--- src/rtl/chwd_pkg.sv ---
// package for the capped histogram weighted draw core
// holds sizes, operation and status codes, and the shared structs
// no dependencies
`default_nettype none

package chwd_pkg;

  localparam int NUM_BINS   = 64;
  localparam int MAX_COPIES = 4;

  localparam int KIND_W = 2;
  localparam int IDX_W  = 6;
  localparam int RND_W  = 31;
  localparam int CNT_W  = 3;
  localparam int STAT_W = 3;
  localparam int TOT_W  = 9;
  localparam int STEP_W = $clog2(RND_W);

  localparam logic [KIND_W-1:0] KIND_FILL   = 2'd0;
  localparam logic [KIND_W-1:0] KIND_ADD    = 2'd1;
  localparam logic [KIND_W-1:0] KIND_REMOVE = 2'd2;
  localparam logic [KIND_W-1:0] KIND_DRAW   = 2'd3;

  localparam logic [STAT_W-1:0] STAT_OK    = 3'd0;
  localparam logic [STAT_W-1:0] STAT_RANGE = 3'd1;
  localparam logic [STAT_W-1:0] STAT_FULL  = 3'd2;
  localparam logic [STAT_W-1:0] STAT_EMPTY = 3'd3;
  localparam logic [STAT_W-1:0] STAT_NONE  = 3'd4;

  localparam logic [STAT_W-1:0] ADDR_FILL_COUNT = 3'd0;

  typedef struct packed {
    logic              start;
    logic [RND_W-1:0]  dividend;
    logic [TOT_W-1:0]  divisor;
  } mod_req_t;

  typedef struct packed {
    logic [STAT_W-1:0] status;
    logic [IDX_W-1:0]  idx;
    logic [CNT_W-1:0]  cnt;
    logic [TOT_W-1:0]  total;
    logic              wr;
  } res_t;

endpackage

`default_nettype wire

--- src/rtl/capped_histogram_weighted_draw_core.sv ---
// top level of the capped histogram weighted draw core
// sequencer, apb register, total register and output word stage
// uses chwd_pkg, chwd_bin_ram and chwd_mod_unit
`default_nettype none

// operation: add and remove read their bin, then write it back with the result word;
//   an accepted fill sweeps every bin, a refused one reports bin 0; a draw on an empty
//   histogram goes straight to its result, any other draw runs a 31-step remainder, then
//   a walk reading one bin per cycle from the bin store, over up to 64 bins
// throughput: one word at a time; the next word is taken once the previous
//   result sits in the output register, even while it waits to be taken
// reset: synchronous; after reset a clearing pass over all 64 bins zeroes the
//   bin store, during which no input word is taken (register writes still are)

module capped_histogram_weighted_draw_core (
  input  wire logic        clk,
  input  wire logic        rst,
  // apb register port
  input  wire logic        psel,
  input  wire logic        penable,
  input  wire logic        pwrite,
  input  wire logic [2:0]  paddr,
  input  wire logic [31:0] pwdata,
  output logic      [31:0] prdata,
  output logic             pready,
  // input words
  input  wire logic                          in_valid,
  output logic                               in_ready,
  input  wire logic [chwd_pkg::KIND_W-1:0]    kind,
  input  wire logic [chwd_pkg::IDX_W-1:0]     bin_index,
  input  wire logic [chwd_pkg::RND_W-1:0]     random_value,
  // result words
  output logic                               out_valid,
  input  wire logic                          out_ready,
  output logic      [chwd_pkg::STAT_W-1:0]    status,
  output logic      [chwd_pkg::IDX_W-1:0]     result_index,
  output logic      [chwd_pkg::CNT_W-1:0]     bin_count,
  output logic      [chwd_pkg::TOT_W-1:0]     total_count
);

  // sequencer states
  localparam logic [2:0] S_IDLE  = 3'd0;
  localparam logic [2:0] S_SWEEP = 3'd1;  // fill or post-reset clear
  localparam logic [2:0] S_READ  = 3'd2;  // bin read data is back
  localparam logic [2:0] S_MOD   = 3'd3;  // waiting on the remainder unit
  localparam logic [2:0] S_WALK  = 3'd4;  // pipelined walk over the bins
  localparam logic [2:0] S_FIN   = 3'd5;  // write back and hand over result

  logic [2:0]                     state;
  logic [chwd_pkg::CNT_W-1:0]     fill_cfg;
  logic [chwd_pkg::TOT_W-1:0]     total;
  logic [chwd_pkg::KIND_W-1:0]    op_kind;
  logic [chwd_pkg::IDX_W-1:0]     op_idx;
  logic [chwd_pkg::IDX_W-1:0]     sweep_idx;
  logic [chwd_pkg::CNT_W-1:0]     sweep_val;
  logic                           sweep_fill;
  logic [chwd_pkg::IDX_W-1:0]     walk_addr;
  logic [chwd_pkg::IDX_W-1:0]     chk_idx;
  logic                           chk_valid;
  logic [chwd_pkg::TOT_W-1:0]     walk_r;
  chwd_pkg::res_t                 res;

  logic                           in_accept;
  logic                           fin_go;
  logic                           cfg_write;
  logic                           fill_bad;
  logic                           idx_bad;

  logic                           ram_we;
  logic [chwd_pkg::IDX_W-1:0]     ram_waddr;
  logic [chwd_pkg::CNT_W-1:0]     ram_wdata;
  logic [chwd_pkg::IDX_W-1:0]     ram_raddr;
  logic [chwd_pkg::CNT_W-1:0]     ram_rdata;

  chwd_pkg::mod_req_t             mod_req;
  logic                           mod_done;
  logic [chwd_pkg::TOT_W-1:0]     mod_rem;

  // ---------------------------------------------------------------------------
  // register port: one register, fill_count, at word 0
  // ---------------------------------------------------------------------------
  // word select bit of the fill register's byte address
  localparam logic ADDR_FILL_SEL = chwd_pkg::ADDR_FILL_COUNT[2];

  assign pready    = 1'b1;
  assign cfg_write = psel && penable && pwrite && pready &&
                     (paddr[2] == ADDR_FILL_SEL);

  always_comb begin
    if (paddr[2] == ADDR_FILL_SEL) begin
      prdata = {{(32 - chwd_pkg::CNT_W){1'b0}}, fill_cfg};
    end else begin
      prdata = '0;
    end
  end

  // ---------------------------------------------------------------------------
  // input side decode
  // ---------------------------------------------------------------------------
  assign in_ready  = (state == S_IDLE);
  assign in_accept = in_valid && in_ready;
  assign fill_bad  = (fill_cfg > chwd_pkg::CNT_W'(chwd_pkg::MAX_COPIES));
  // never true while the index field covers exactly NUM_BINS bins
  assign idx_bad   = ({1'b0, bin_index} >= (chwd_pkg::IDX_W + 1)'(chwd_pkg::NUM_BINS));

  // result stage is free when the output register is empty or being emptied
  assign fin_go = (state == S_FIN) && (!out_valid || out_ready);

  // remainder unit starts straight from the accepted word
  assign mod_req.start    = in_accept && (kind == chwd_pkg::KIND_DRAW) && (total != '0);
  assign mod_req.dividend = random_value;
  assign mod_req.divisor  = total;

  // ---------------------------------------------------------------------------
  // bin store ports
  // ---------------------------------------------------------------------------
  always_comb begin
    case (state)
      S_IDLE:  ram_raddr = (kind == chwd_pkg::KIND_FILL) ? '0 : bin_index;
      S_WALK:  ram_raddr = walk_addr;
      default: ram_raddr = '0;
    endcase
  end

  always_comb begin
    if (state == S_SWEEP) begin
      ram_we    = 1'b1;
      ram_waddr = sweep_idx;
      ram_wdata = sweep_val;
    end else begin
      ram_we    = fin_go && res.wr;
      ram_waddr = res.idx;
      ram_wdata = res.cnt;
    end
  end

  chwd_bin_ram u_bin_ram (
    .clk   (clk),
    .we    (ram_we),
    .waddr (ram_waddr),
    .wdata (ram_wdata),
    .raddr (ram_raddr),
    .rdata (ram_rdata)
  );

  chwd_mod_unit u_mod_unit (
    .clk  (clk),
    .rst  (rst),
    .req  (mod_req),
    .done (mod_done),
    .rem  (mod_rem)
  );

  // ---------------------------------------------------------------------------
  // sequencer
  // ---------------------------------------------------------------------------
  always_ff @(posedge clk) begin
    if (rst) begin
      state      <= S_SWEEP;   // clearing pass
      sweep_idx  <= '0;
      sweep_val  <= '0;
      sweep_fill <= 1'b0;
      fill_cfg   <= '0;
      total      <= '0;
      chk_valid  <= 1'b0;
    end else begin
      if (cfg_write) begin
        fill_cfg <= pwdata[chwd_pkg::CNT_W-1:0];
      end

      case (state)
        S_IDLE: begin
          if (in_accept) begin
            op_kind <= kind;
            op_idx  <= bin_index;
            case (kind)
              chwd_pkg::KIND_FILL: begin
                if (fill_bad) begin
                  state <= S_READ;   // report the untouched count of bin 0
                end else begin
                  state      <= S_SWEEP;
                  sweep_idx  <= '0;
                  sweep_val  <= fill_cfg;
                  sweep_fill <= 1'b1;
                end
              end
              chwd_pkg::KIND_ADD, chwd_pkg::KIND_REMOVE: begin
                if (idx_bad) begin
                  res.status <= chwd_pkg::STAT_RANGE;
                  res.idx    <= bin_index;
                  res.cnt    <= '0;
                  res.total  <= total;
                  res.wr     <= 1'b0;
                  state      <= S_FIN;
                end else begin
                  state <= S_READ;
                end
              end
              default: begin
                if (total == '0) begin
                  res.status <= chwd_pkg::STAT_NONE;
                  res.idx    <= '0;
                  res.cnt    <= '0;
                  res.total  <= total;
                  res.wr     <= 1'b0;
                  state      <= S_FIN;
                end else begin
                  state <= S_MOD;
                end
              end
            endcase
          end
        end

        S_SWEEP: begin
          sweep_idx <= sweep_idx + 1'b1;
          if (sweep_idx == chwd_pkg::IDX_W'(chwd_pkg::NUM_BINS - 1)) begin
            if (sweep_fill) begin
              total      <= chwd_pkg::TOT_W'(fill_cfg) *
                            chwd_pkg::TOT_W'(chwd_pkg::NUM_BINS);
              res.status <= chwd_pkg::STAT_OK;
              res.idx    <= '0;
              res.cnt    <= sweep_val;
              res.total  <= chwd_pkg::TOT_W'(sweep_val) *
                            chwd_pkg::TOT_W'(chwd_pkg::NUM_BINS);
              res.wr     <= 1'b0;
              state      <= S_FIN;
            end else begin
              state <= S_IDLE;
            end
          end
        end

        S_READ: begin
          // a refused fill reports bin 0, add and remove their own bin
          res.idx <= (op_kind == chwd_pkg::KIND_FILL) ? '0 : op_idx;
          case (op_kind)
            chwd_pkg::KIND_FILL: begin
              res.status <= chwd_pkg::STAT_FULL;
              res.cnt    <= ram_rdata;
              res.total  <= total;
              res.wr     <= 1'b0;
            end
            chwd_pkg::KIND_ADD: begin
              if (ram_rdata >= chwd_pkg::CNT_W'(chwd_pkg::MAX_COPIES)) begin
                res.status <= chwd_pkg::STAT_FULL;
                res.cnt    <= ram_rdata;
                res.total  <= total;
                res.wr     <= 1'b0;
              end else begin
                res.status <= chwd_pkg::STAT_OK;
                res.cnt    <= ram_rdata + 1'b1;
                res.total  <= total + 1'b1;
                res.wr     <= 1'b1;
              end
            end
            default: begin
              if (ram_rdata == '0) begin
                res.status <= chwd_pkg::STAT_EMPTY;
                res.cnt    <= ram_rdata;
                res.total  <= total;
                res.wr     <= 1'b0;
              end else begin
                res.status <= chwd_pkg::STAT_OK;
                res.cnt    <= ram_rdata - 1'b1;
                res.total  <= total - 1'b1;
                res.wr     <= 1'b1;
              end
            end
          endcase
          state <= S_FIN;
        end

        S_MOD: begin
          if (mod_done) begin
            walk_r    <= mod_rem + 1'b1;
            walk_addr <= '0;
            chk_valid <= 1'b0;
            state     <= S_WALK;
          end
        end

        S_WALK: begin
          // address goes out the cycle before the compare on its data
          walk_addr <= walk_addr + 1'b1;
          chk_idx   <= walk_addr;
          if (chk_valid && (walk_r <= chwd_pkg::TOT_W'(ram_rdata))) begin
            res.status <= chwd_pkg::STAT_OK;
            res.idx    <= chk_idx;
            res.cnt    <= ram_rdata - 1'b1;
            res.total  <= total - 1'b1;
            res.wr     <= 1'b1;
            chk_valid  <= 1'b0;
            state      <= S_FIN;
          end else begin
            chk_valid <= 1'b1;
            if (chk_valid) begin
              walk_r <= walk_r - chwd_pkg::TOT_W'(ram_rdata);
            end
          end
        end

        S_FIN: begin
          if (fin_go) begin
            total <= res.total;
            state <= S_IDLE;
          end
        end

        default: begin
          state <= S_IDLE;
        end
      endcase
    end
  end

  // ---------------------------------------------------------------------------
  // output word register
  // ---------------------------------------------------------------------------
  always_ff @(posedge clk) begin
    if (rst) begin
      out_valid <= 1'b0;
    end else if (fin_go) begin
      out_valid <= 1'b1;
    end else if (out_ready) begin
      out_valid <= 1'b0;
    end
  end

  always_ff @(posedge clk) begin
    if (fin_go) begin
      status       <= res.status;
      result_index <= res.idx;
      bin_count    <= res.cnt;
      total_count  <= res.total;
    end
  end

  // ---------------------------------------------------------------------------
  // assertions
  // ---------------------------------------------------------------------------
  a_total_cap: assert property (@(posedge clk) disable iff (rst)
    total <= chwd_pkg::TOT_W'(chwd_pkg::NUM_BINS * chwd_pkg::MAX_COPIES))
    else $error("total above capacity");

  a_mod_done_state: assert property (@(posedge clk) disable iff (rst)
    mod_done |-> (state == S_MOD))
    else $error("remainder finished outside its wait state");

  a_ram_write_state: assert property (@(posedge clk) disable iff (rst)
    ram_we |-> ((state == S_SWEEP) || (state == S_FIN)))
    else $error("bin store written outside sweep or write back");

  a_fin_hands_over: assert property (@(posedge clk) disable iff (rst)
    fin_go |=> (out_valid && (state == S_IDLE)))
    else $error("result not handed to output register");

endmodule

`default_nettype wire

--- src/rtl/chwd_bin_ram.sv ---
// per-bin count store, one write port and one read port
// registered read data; uses chwd_pkg
`default_nettype none

module chwd_bin_ram (
  input  wire logic                      clk,
  input  wire logic                      we,
  input  wire logic [chwd_pkg::IDX_W-1:0] waddr,
  input  wire logic [chwd_pkg::CNT_W-1:0] wdata,
  input  wire logic [chwd_pkg::IDX_W-1:0] raddr,
  output logic      [chwd_pkg::CNT_W-1:0] rdata
);

  logic [chwd_pkg::CNT_W-1:0] bin_mem [chwd_pkg::NUM_BINS];

  always_ff @(posedge clk) begin
    if (we) begin
      bin_mem[waddr] <= wdata;
    end
  end

  always_ff @(posedge clk) begin
    rdata <= bin_mem[raddr];
  end

endmodule

`default_nettype wire

--- src/rtl/chwd_mod_unit.sv ---
// iterative remainder unit, one dividend bit per cycle (restoring)
// takes a mod_req_t from chwd_pkg, pulses done with the remainder
`default_nettype none

module chwd_mod_unit (
  input  wire logic                       clk,
  input  wire logic                       rst,
  input  wire chwd_pkg::mod_req_t          req,
  output logic                            done,
  output logic      [chwd_pkg::TOT_W-1:0] rem
);

  logic                            busy;
  logic [chwd_pkg::STEP_W-1:0]     step;
  logic [chwd_pkg::RND_W-1:0]      shift;
  logic [chwd_pkg::TOT_W-1:0]      divisor;
  logic [chwd_pkg::TOT_W:0]        trial;
  logic [chwd_pkg::TOT_W:0]        rem_next;

  // shift in the next dividend bit, subtract if it fits
  always_comb begin
    trial = {rem, shift[chwd_pkg::RND_W-1]};
    if (trial >= {1'b0, divisor}) begin
      rem_next = trial - {1'b0, divisor};
    end else begin
      rem_next = trial;
    end
  end

  always_ff @(posedge clk) begin
    if (rst) begin
      busy <= 1'b0;
      done <= 1'b0;
      step <= '0;
    end else begin
      done <= 1'b0;
      if (req.start) begin
        busy <= 1'b1;
        step <= '0;
      end else if (busy) begin
        step <= step + 1'b1;
        if (step == chwd_pkg::STEP_W'(chwd_pkg::RND_W - 1)) begin
          busy <= 1'b0;
          done <= 1'b1;
        end
      end
    end
  end

  always_ff @(posedge clk) begin
    if (req.start) begin
      shift   <= req.dividend;
      divisor <= req.divisor;
      rem     <= '0;
    end else if (busy) begin
      shift <= {shift[chwd_pkg::RND_W-2:0], 1'b0};
      rem   <= rem_next[chwd_pkg::TOT_W-1:0];
    end
  end

endmodule

`default_nettype wire
--- config.mk ---
export PLATFORM = sky130hd
export DESIGN_NAME = capped_histogram_weighted_draw_core
export DESIGN_NICKNAME = d
export VERILOG_FILES = /design/src/rtl/chwd_pkg.sv /design/src/rtl/capped_histogram_weighted_draw_core.sv /design/src/rtl/chwd_bin_ram.sv /design/src/rtl/chwd_mod_unit.sv
export SDC_FILE = /design/constraint.sdc
export NUM_CORES = 1
export LEC_CHECK = 0
export BUFFER_PORTS_ARGS = -buffer_cell sky130_fd_sc_hd__buf_2
export CORE_UTILIZATION = 54
export DETAILED_ROUTE_END_ITERATION = 8
export PLACE_DENSITY = 0.76
export SYNTH_ARGS = -nofsm -noshare
export SYNTH_HDL_FRONTEND = slang
export SYNTH_SLANG_ARGS = --single-unit
--- constraint.sdc ---
create_clock -name clk -period 4 [get_ports clk]
set_input_delay 1 -clock clk [delete_from_list [all_inputs] [get_ports clk]]
set_output_delay 1 -clock clk [all_outputs]
set_load 0.005 [all_outputs]
; ---- Word-level counts from Yosys, hierarchy flattened
; Memories as Yosys holds them, arrays and structs flattened. A register that Yosys moved wholly into a read port is not among the register bits.
; Cells that the tools add are included.
[word_totals]
ff_bits = 155
ramBits = 192
elab_cells = 165
memories = 1
[op_classes]
addsub = 10
order_cmp = 4
n_eq_ne = 23
muxes = 58
bitwise = 4
n_reduce_logical = 37
[mem_list]
columns = memory, depth, word_bits, rd, rd_ports_with_merged_regs, write_ports, line
row1 = u_bin_ram.bin_mem, 64, 3, 1, 1, 1, chwd_bin_ram.sv:14  ; logic [chwd_pkg::CNT_W-1:0] bin_mem [chwd_pkg::NUM_BINS];
[op_table]
columns = cell, n
row1 = two-way mux 22 bit, 6
row2 = case mux 22 bit (4 select lines), 1
row3 = two-way mux 9 bit, 7
row4 = two-way mux 31 bit, 2
row5 = two-way mux 6 bit, 7
row6 = case mux 6 bit (2 select lines), 3
row7 = case mux 9 bit (2 select lines), 2
row8 = two-way mux 3 bit, 9
row9 = two-way mux 13 bit, 2
row10 = case mux 13 bit (2 select lines), 1
row11 = adder 9 x 1 -> 9 bit (second input constant), 2
row12 = case mux 3 bit (6 select lines), 1
row13 = != test 2 bit (second input constant), 7
row14 = adder 6 x 1 -> 6 bit (second input constant), 2
row15 = AND reduction 4 bit, 3
row16 = two-way mux 1 bit, 11
row17 = greater-or-equal comparator 10 x 9 -> 1 bit, 1
row18 = != test 2 x 1 -> 1 bit (second input constant), 5
row19 = AND reduction 5 bit, 2
row20 = nonzero test 2 bit, 5
row21 = <= comparator 9 x 3 -> 1 bit, 1
row22 = logical AND 1 bit, 9
row23 = logical NOT 9 bit, 1
row24 = nonzero test 9 bit, 1
row25 = 30 further kinds, 45

; ---- Depth between registers and ports, before layout
; Gate-level depths: netlist of run 1.
[logic_depth]
word_depth = 7
mapped_depth = 12
depth_no_buf = 10

; ---- Modules after synthesis
; A second synthesis of run 1 with hierarchy kept.
[unflattened]
hier_cells = 1224
area_unflattened_um2 = 16253.1
[modules_own_cells]
columns = mod, n_inst, cells_per_inst, area_each_um2
row1 = chwd_bin_ram, 1, 432, 7915.1
row2 = capped_histogram_weighted_draw_core, 1, 577, 5587.9
row3 = chwd_mod_unit, 1, 215, 2750.1

; ---- Worst setup path before layout of run 1
; No wires, ideal clock.
[synth_timing]
path_kind = input-to-reg
startpoint = in kind[0] (netlist name)
endpoint = reg res[0] (netlist name), enable pin
setup_ns = 0.457
arrival_ns = 3.738
required_time_ns = 3.543
setup_slack_ns = -0.195
path_stages = 6
n_path_buf = 0
path_cell_list = ha_1 > inv_1 > nor2_1 > o21ai_0 > o21ai_0 > nor4bb_1
[synth_via]
elab_chain_cells = 4
word_cells_on_any_way = 6
[synth_lines]
columns = element, line
row1 = "start, declared", capped_histogram_weighted_draw_core.sv:29  ; input wire logic [chwd_pkg::KIND_W-1:0] kind,
row2 = "equality test 2 x 1 -> 1 bit, or another cell as far along", capped_histogram_weighted_draw_core.sv:176  ; case (kind)
row3 = OR reduction 3 bit (no source line) (*), n/a
row4 = != test 2 bit (no source line) (*), n/a
row5 = AND reduction 8 bit (no source line) (*), n/a
row6 = "end, declared", capped_histogram_weighted_draw_core.sv:61  ; chwd_pkg::res_t res;
; Every way passes the cells marked *; elsewhere a longest branch is shown, timed or not.
; A chain may end at the register's enable or synchronous reset.

; ---- Worst setup path in the final report of run 1
[layout_timing]
startpoint = in kind[0] (netlist name)
endpoint = reg u_bin_ram.rdata[2] (netlist name) (read register of u_bin_ram.bin_mem)
[layout_via]
elab_chain_cells = 3
[layout_lines]
columns = element, line
row1 = logical NOT 2 bit, capped_histogram_weighted_draw_core.sv:119  ; S_IDLE: ram_raddr = (kind == chwd_pkg::KIND_FILL) ? '0 : bin_index;
row2 = two-way mux 6 bit, capped_histogram_weighted_draw_core.sv:119
row3 = case mux 6 bit (2 select lines), capped_histogram_weighted_draw_core.sv:118  ; case (state)
row4 = "end, declared", chwd_bin_ram.sv:11  ; output logic [chwd_pkg::CNT_W-1:0] rdata
; No other way between the ends.

==> impl_metrics.ini, run 1 <==
[outcome]
outcome = finished, final reports clean

[critical_path]
cp-start-kind = input pin
crit_buf_inv = 2
worstSetupPathType = in2reg
crit_fanout = 14
cp_slowest_cell = o21a_1
worst_setup_path_end_kind = flop
cp_cell_sequence = buf_2, inv_1, ha_1, nor3b_1, o21a_1, nand3_1, o21ai_0, a2111oi_0, a22o_1, a21oi_1
worstPathRequired_ns = 4.44
crit_arrival_ns = 3.68
cpLargestDelayFamily = compound AO/OA/AOI/OAI gates
slowest_delay_ns = 0.53

[cts]
numCtsBuffers = 37
clk_pin_slew_worst_paths_ns = 0.06
cts_resized = 0
post_cts_buffers = 0
htreeDepth = 2
clock_sinks = 350
clk_path_buf_depth = 3
cts_root_buffer = clkbuf_16
clock_latency_ns = 0.52
hold_buffers = 0
tritoncts = done

[logic_synthesis]
netlist_instances = 1363
syn_area_um2 = 16100
synth_seq_area_share = 0.625
yosysUniqueCellTypes = 72
synth-seq-cells = 350
synth-edff-count = 304
async_flop_share = 0
syn_area_per_cell_um2 = 11.8
synth-main-ff-cell = edfxtp_1
ys_warn_count = 0

[sta]
maxSlewHeadroom = 0.431
tns_ns = 0
setup_violations = 0
skew_ns = 0.0265
rsz0062_at_grt = no
clock.fmax_ghz = 0.308
period_share = 0.811
drv_slew = 0
worstMarginPinSlew_ns = 0.830
hold_viol = 0
period_needed_ns = 3.24

[detailed_routing]
drc = 0
wl_um = 37100
viasPerCell = 5.97
first_iter_violations = 1022
dr.pass1.iters = 5
num_vias = 11100
ant_nets = 0
wire_per_inst_um = 20.0

[run]
drv_cap = 0

[grt]
grt_busiest_layer = met2
track_usage = 0.248
grt_pass1_vias = 10900
use_met2 = 0.410
globalRouteOverflowTotal = 0
grtUsageMet3 = 0.0444
grt_max_degree = 65
gr-usage-met1 = 0.327
antenna_found_initial = 0
grt_pass1_wl_um = 58900

[power_and_ir_drop]
p_leak_nw = 6.56
finalPower_mw = 9.70
p_int_mw = 6.97
clockPowerShare = 0.363
netSwitchingFraction = 0.282
comb_power_share = 0.187
irDropWorstVdd_mv = 0.481
power-per-cell-area_nw_per_um2 = 538
p_sw_mw = 2.73
power.share.sequential = 0.450

[cells_and_area]
final_nets = 1551
layout.cells.non_filler = 1856
final_area_um2 = 18000
final_common_cell = edfxtp_1
antenna_cells = 0
layout_common_cells = edfxtp_1 (304), nand2_1 (227), nor2_1 (138), buf_2 (75), mux2i_1 (67)
area_growth_pct = 12.2
drive_gt1_frac = 0.129

[die]
die_area_um2 = 30400
start_util = 0.554
die_width_um = 174
die_h_um = 174
num_io_pins = 137
core_area_um2 = 29000
rows = 62

[place]
place_hpwl_um = 25200
placed_area_um2 = 16800
place_inst = 1789
io_buffers = 75
place.gp.congestion = 0.967

[hold_path]
hp-class = reg2reg
==> final timing paths <==
check | to | startpoint | depth (start not counted) | slack (ns)
worst max-delay path | u_bin_ram.rdata[2] | kind[0] | 10 | 0.76
worst min-delay path | status[2] | res[21] | 0 | 0.42
worst max register to register | res[20] | u_bin_ram.rdata[1] | 8 | 0.84
worst min register to register | status[2] | res[21] | 0 | 0.42
==> area by class of cell <==
type / count / area, um^2
Sequential cell: 350 / 10000
Tap cell: 384 / 480
Clock inverter: 17 / 220
Multi-Input combinational cell: 922 / 5530
Timing Repair Buffer: 101 / 608
Fill cell: 2191 / 11000
Clock buffer: 50 / 1030
Inverter: 32 / 120
==> metrics by stage <==
stage	util	worst slack (ns)	hold WS, ns
final	0.622	0.758	0.420
after detailed placement	0.579	0.367	0.408
after floorplan	-	0.665	0.400
after CTS	0.622	0.774	0.421
after global placement	0.579	0.358	0.406
after global routing	0.622	0.621	0.424
==> flip-flops by register name (all words and copies together), names as in the netlist, 6 cells and up <==
| name | flops |
|---|---|
| res | 22 |
| u_bin_ram.bin_mem | 192 |
| total_count | 9 |
| u_mod_unit.divisor | 9 |
| u_mod_unit.rem | 9 |
| walk_addr | 6 |
| chk_idx | 6 |
| u_mod_unit.shift | 31 |
| op_idx | 6 |
| result_index | 6 |
| walk_r | 9 |
| total | 9 |
| sweep_idx | 6 |
==> synthesized netlist by cell type (14+ instances only) <==
library cell	count	area [um^2]
and3_1	15	93.8
nor2_1	138	518
dfxtp_1	46	921
o22ai_1	14	87.6
nor3_1	18	90.1
inv_1	31	116
a22o_1	14	123
ha_1	24	300
a21oi_1	50	250
nand2_1	229	860
edfxtp_1	304	9130
xnor2_1	20	175
o21ai_0	54	270
mux2i_1	67	671
a31oi_1	16	100
nand3_1	43	215
buf_4	36	270
xor2_1	14	123
clkbuf_1	33	124
==> power by group through the flow <==
stage                     logic (mW)  registers [mW]  clock network, mW
after floorplan                 1.25            4.38                  0
after global placement          1.72            4.42                  0
after detailed placement        1.77            4.43                  0
after CTS                       1.78            4.36               3.55
after global routing            1.98            4.37               3.69
final                           1.82            4.36               3.52
==> logic make-up (layout without fill, tap and decap cells) <==
| group | after synthesis | count (layout) | synth area share |
|---|---|---|---|
| muxes | 79 | 79 | 0.0572 |
| xor gates and xnor gates | 34 | 34 | 0.0185 |
| and+or+nand+nor | 532 | 532 | 0.149 |
| DFF | 350 | 350 | 0.625 |
| other | 2 | 30 | 0.000467 |
| buffers and inverters | 119 | 200 | 0.0391 |
| adders and majority gates | 26 | 26 | 0.0212 |
| AOI/OAI and AO/OA | 221 | 221 | 0.0891 |
==> metal layers <==
metal,vias to the layer above,wire length [um]
met1,5367,14900
met2,539,18000
met3,96,2940
li1,5074,-
met5,-,0
met4,0,1240
Note: power is estimated with default switching activity, not from simulation.
==> run 2: changes to the inputs <==
- ABC_AREA: not set -> 1
- clock period: 4 -> 2.9 ns (I/O delays scaled with it)
==> run 2 against run 1 <==
- global-route usage fell by 0.54 points
- die area rose by 1.2%
- largest cell class unchanged
- total power is 65% higher
- final cell count grew 13%
- worst setup slack lost 0.58 ns
- sequential share of layout area down 0.54 points
- clock power grew 29%
- final area is 0.97% higher
==> impl_metrics.ini, run 2 <==
[sta]
skew_ns = 0.0173
period_needed_ns = 2.73
tns_ns = 0
period_share = 0.940
worstMarginPinSlew_ns = 0.768
drv_slew = 0
rsz0062_at_grt = no
hold_viol = 0
setup_violations = 0
maxSlewHeadroom = 0.487
clock.fmax_ghz = 0.367

[die]
die_width_um = 176
die_h_um = 176
num_io_pins = 137
start_util = 0.549
die_area_um2 = 30800
rows = 63
core_area_um2 = 29600

[grt]
track_usage = 0.243
antenna_found_initial = 1
grt_pass1_vias = 11400
grt_max_degree = 67
grt_pass1_wl_um = 58600
globalRouteOverflowTotal = 0

[cells_and_area]
drive_gt1_frac = 0.128
reg_top3 = u_bin_ram.bin_mem x192, u_mod_unit.shift x31, res x22
final_nets = 1791
finish.utilization = 0.614
regArea_um2 = 10000
largest_reg_flops = 192
layout.cells.non_filler = 2102
area_growth_pct = 12.0
layout_common_cells = nand2_1 (328), nand3_1 (309), edfxtp_1 (304), nor2_1 (132), inv_1 (95)
antenna_cells = 0
final_common_cell = nand2_1
multi_input_area_um2 = 5300
nFillCells = 2367
largest_register = u_bin_ram.bin_mem

[cts]
clk_path_buf_depth = 3
tritoncts = done
cts_root_buffer = clkbuf_16
cts_resized = 0
hold_buffers = 0
htreeDepth = 2
clock_latency_ns = 0.52
clock_sinks = 350
post_cts_buffers = 0
clk_pin_slew_worst_paths_ns = 0.06
numCtsBuffers = 37

[detailed_routing]
wire_per_inst_um = 17.6
viasPerCell = 5.72
num_vias = 12000
first_iter_violations = 1299
ant_nets = 0
drc = 0
wl_um = 37000
dr.pass1.iters = 6

[logic_synthesis]
synth-edff-count = 304
synthAdderAreaFrac = 0.0209
netlist_instances = 1609
synthTopCellsByArea = edfxtp_1 (56%), nand3_1 (9.5%), nand2_1 (7.6%)
synth-main-ff-cell = edfxtp_1
syn_area_um2 = 16300
synth_xor_area_frac = 0.0124
synth.area.mux_share = 0
syn_area_per_cell_um2 = 10.1
async_flop_share = 0
synthTopCellsByCount = nand2_1 (331), nand3_1 (309), edfxtp_1 (304)
ys_warn_count = 0
synth_largest_area_cell = edfxtp_1
yosysUniqueCellTypes = 51
yosysMostFrequentCell = nand2_1
synth_top_area_frac = 0.562
synth-seq-cells = 350
synth_top_family_by_area = simple AND/OR/NAND/NOR gates
synth-compound-area-share = 0.0584
synth_seq_area_share = 0.618
synthSimpleGateAreaFrac = 0.227

[critical_path]
reg2regPathDepth = 11
cp_cell_sequence = nor2_2, nand2_2, inv_2, or2_0, o21ai_2, inv_2, nor2_1, inv_1, nor2_1, nand2_1, nor2_1
slowest_delay_ns = 0.51
worstSetupPathType = reg2reg
crit_arrival_ns = 2.92
worstPathRequired_ns = 3.09
cp_common_cell = nor2_1
worst_r2r_startpoint = state[1]
cp_slowest_cell = dfxtp_1
cp-start-kind = flop
crit_fanout = 14
timing.rr.end = u_bin_ram.bin_mem[9][0]
ff2ff_setup_slack_ns = 0.17
worst_setup_path_end_kind = flop

[power_and_ir_drop]
p_leak_nw = 6.98
irDropWorstVdd_mv = 0.479
power-per-cell-area_nw_per_um2 = 878

[hold_path]
min_path_cells = 1
whs_endpoint = op_idx[1]
hp-class = in2reg
hp-start = bin_index[1]

[place]
place_hpwl_um = 23900
place_inst = 2035
place.gp.congestion = 0.902
io_buffers = 75

[run]
drv_cap = 0

[outcome]
outcome = finished, final reports clean
run 2: changes by cell type in the layout (fill, tap and decap cells not counted), moves of 11 or more:
cell / delta
nand3_1: +266
nand2_1: +101
mux2i_1: -67
inv_1: +64
inv_2: +20
xnor2_1: -17
a31oi_1: -16
and3_1: -15
a22o_1: -14
nor2b_1: -13
and2_1: -12
nand2b_1: -11
o22ai_1: -11
run 2: layer usage:
layer,global-route usage,vias up,part of all wire
met5,0,-,0
met3,0.0448,89,0.081
met2,0.382,544,0.46
li1,-,5697,-
met4,0.0960,0,0.031
met1,0.334,5703,0.43
run 2: where the power goes:
group | internal (mW) | switching (mW)
combinational | 1.41 | 3.26
clock | 2.66 | 1.89
sequential | 6.40 | 0.367
total | 10.5 | 5.51
run 2: cells by family (layout without fill, tap and decap cells):
| family | after synthesis | after routing |
|---|---|---|
| fa+ha+maj | 26 | 26 |
| compound gates | 155 | 155 |
| simple gates | 832 | 832 |
| xor+xnor | 23 | 23 |
| buf+inv | 221 | 296 |
| other cells | 2 | 30 |
| flops | 350 | 350 |
run 2: through the flow:
stage               hold WS, ns  setup WS, ns  total power [mW]  area, um^2
floorplan                 0.400         0.324              9.92       16400
finish                    0.410         0.174              16.0       18200
global route              0.408       0.00757              16.8       18200
global placement          0.402         0.214              11.3       17000
detailed placement        0.407         0.172              11.4       17000
CTS                       0.408         0.216              16.0       18200
run 2: how the worst max path moves through the flow:
stage	from	to	slack [ns]	cells past startpoint
2_1_floorplan	state[0]	u_bin_ram.bin_mem[47][0]	0.32	9
3_3_place_gp	kind[0]	u_bin_ram.rdata[0]	0.21	15
3_5_place_dp	kind[0]	u_bin_ram.rdata[0]	0.17	15
4_1_cts	state[1]	u_bin_ram.bin_mem[9][0]	0.22	11
5_1_grt	u_bin_ram.rdata[1]	res[0]	0.008	11
6_report	state[1]	u_bin_ram.bin_mem[9][0]	0.17	11
run 2: area by class of cell:
type	instances	area share
repair buffers	109	0.0408
well taps	390	0.0268
clock inverters	21	0.00880
clock buffers	46	0.0556
flip-flops and latches	350	0.552
multi-input cells	1066	0.291
inverters	120	0.0247
run 2: critical path: cells and delay by family, from the launching register on:
| kind | cells | cell delay, ns |
|---|---|---|
| simple gates | 7 | 1.52 |
| flops | 1 | 0.51 |
| buf+inv | 3 | 0.24 |
| compound gates | 1 | 0.12 |
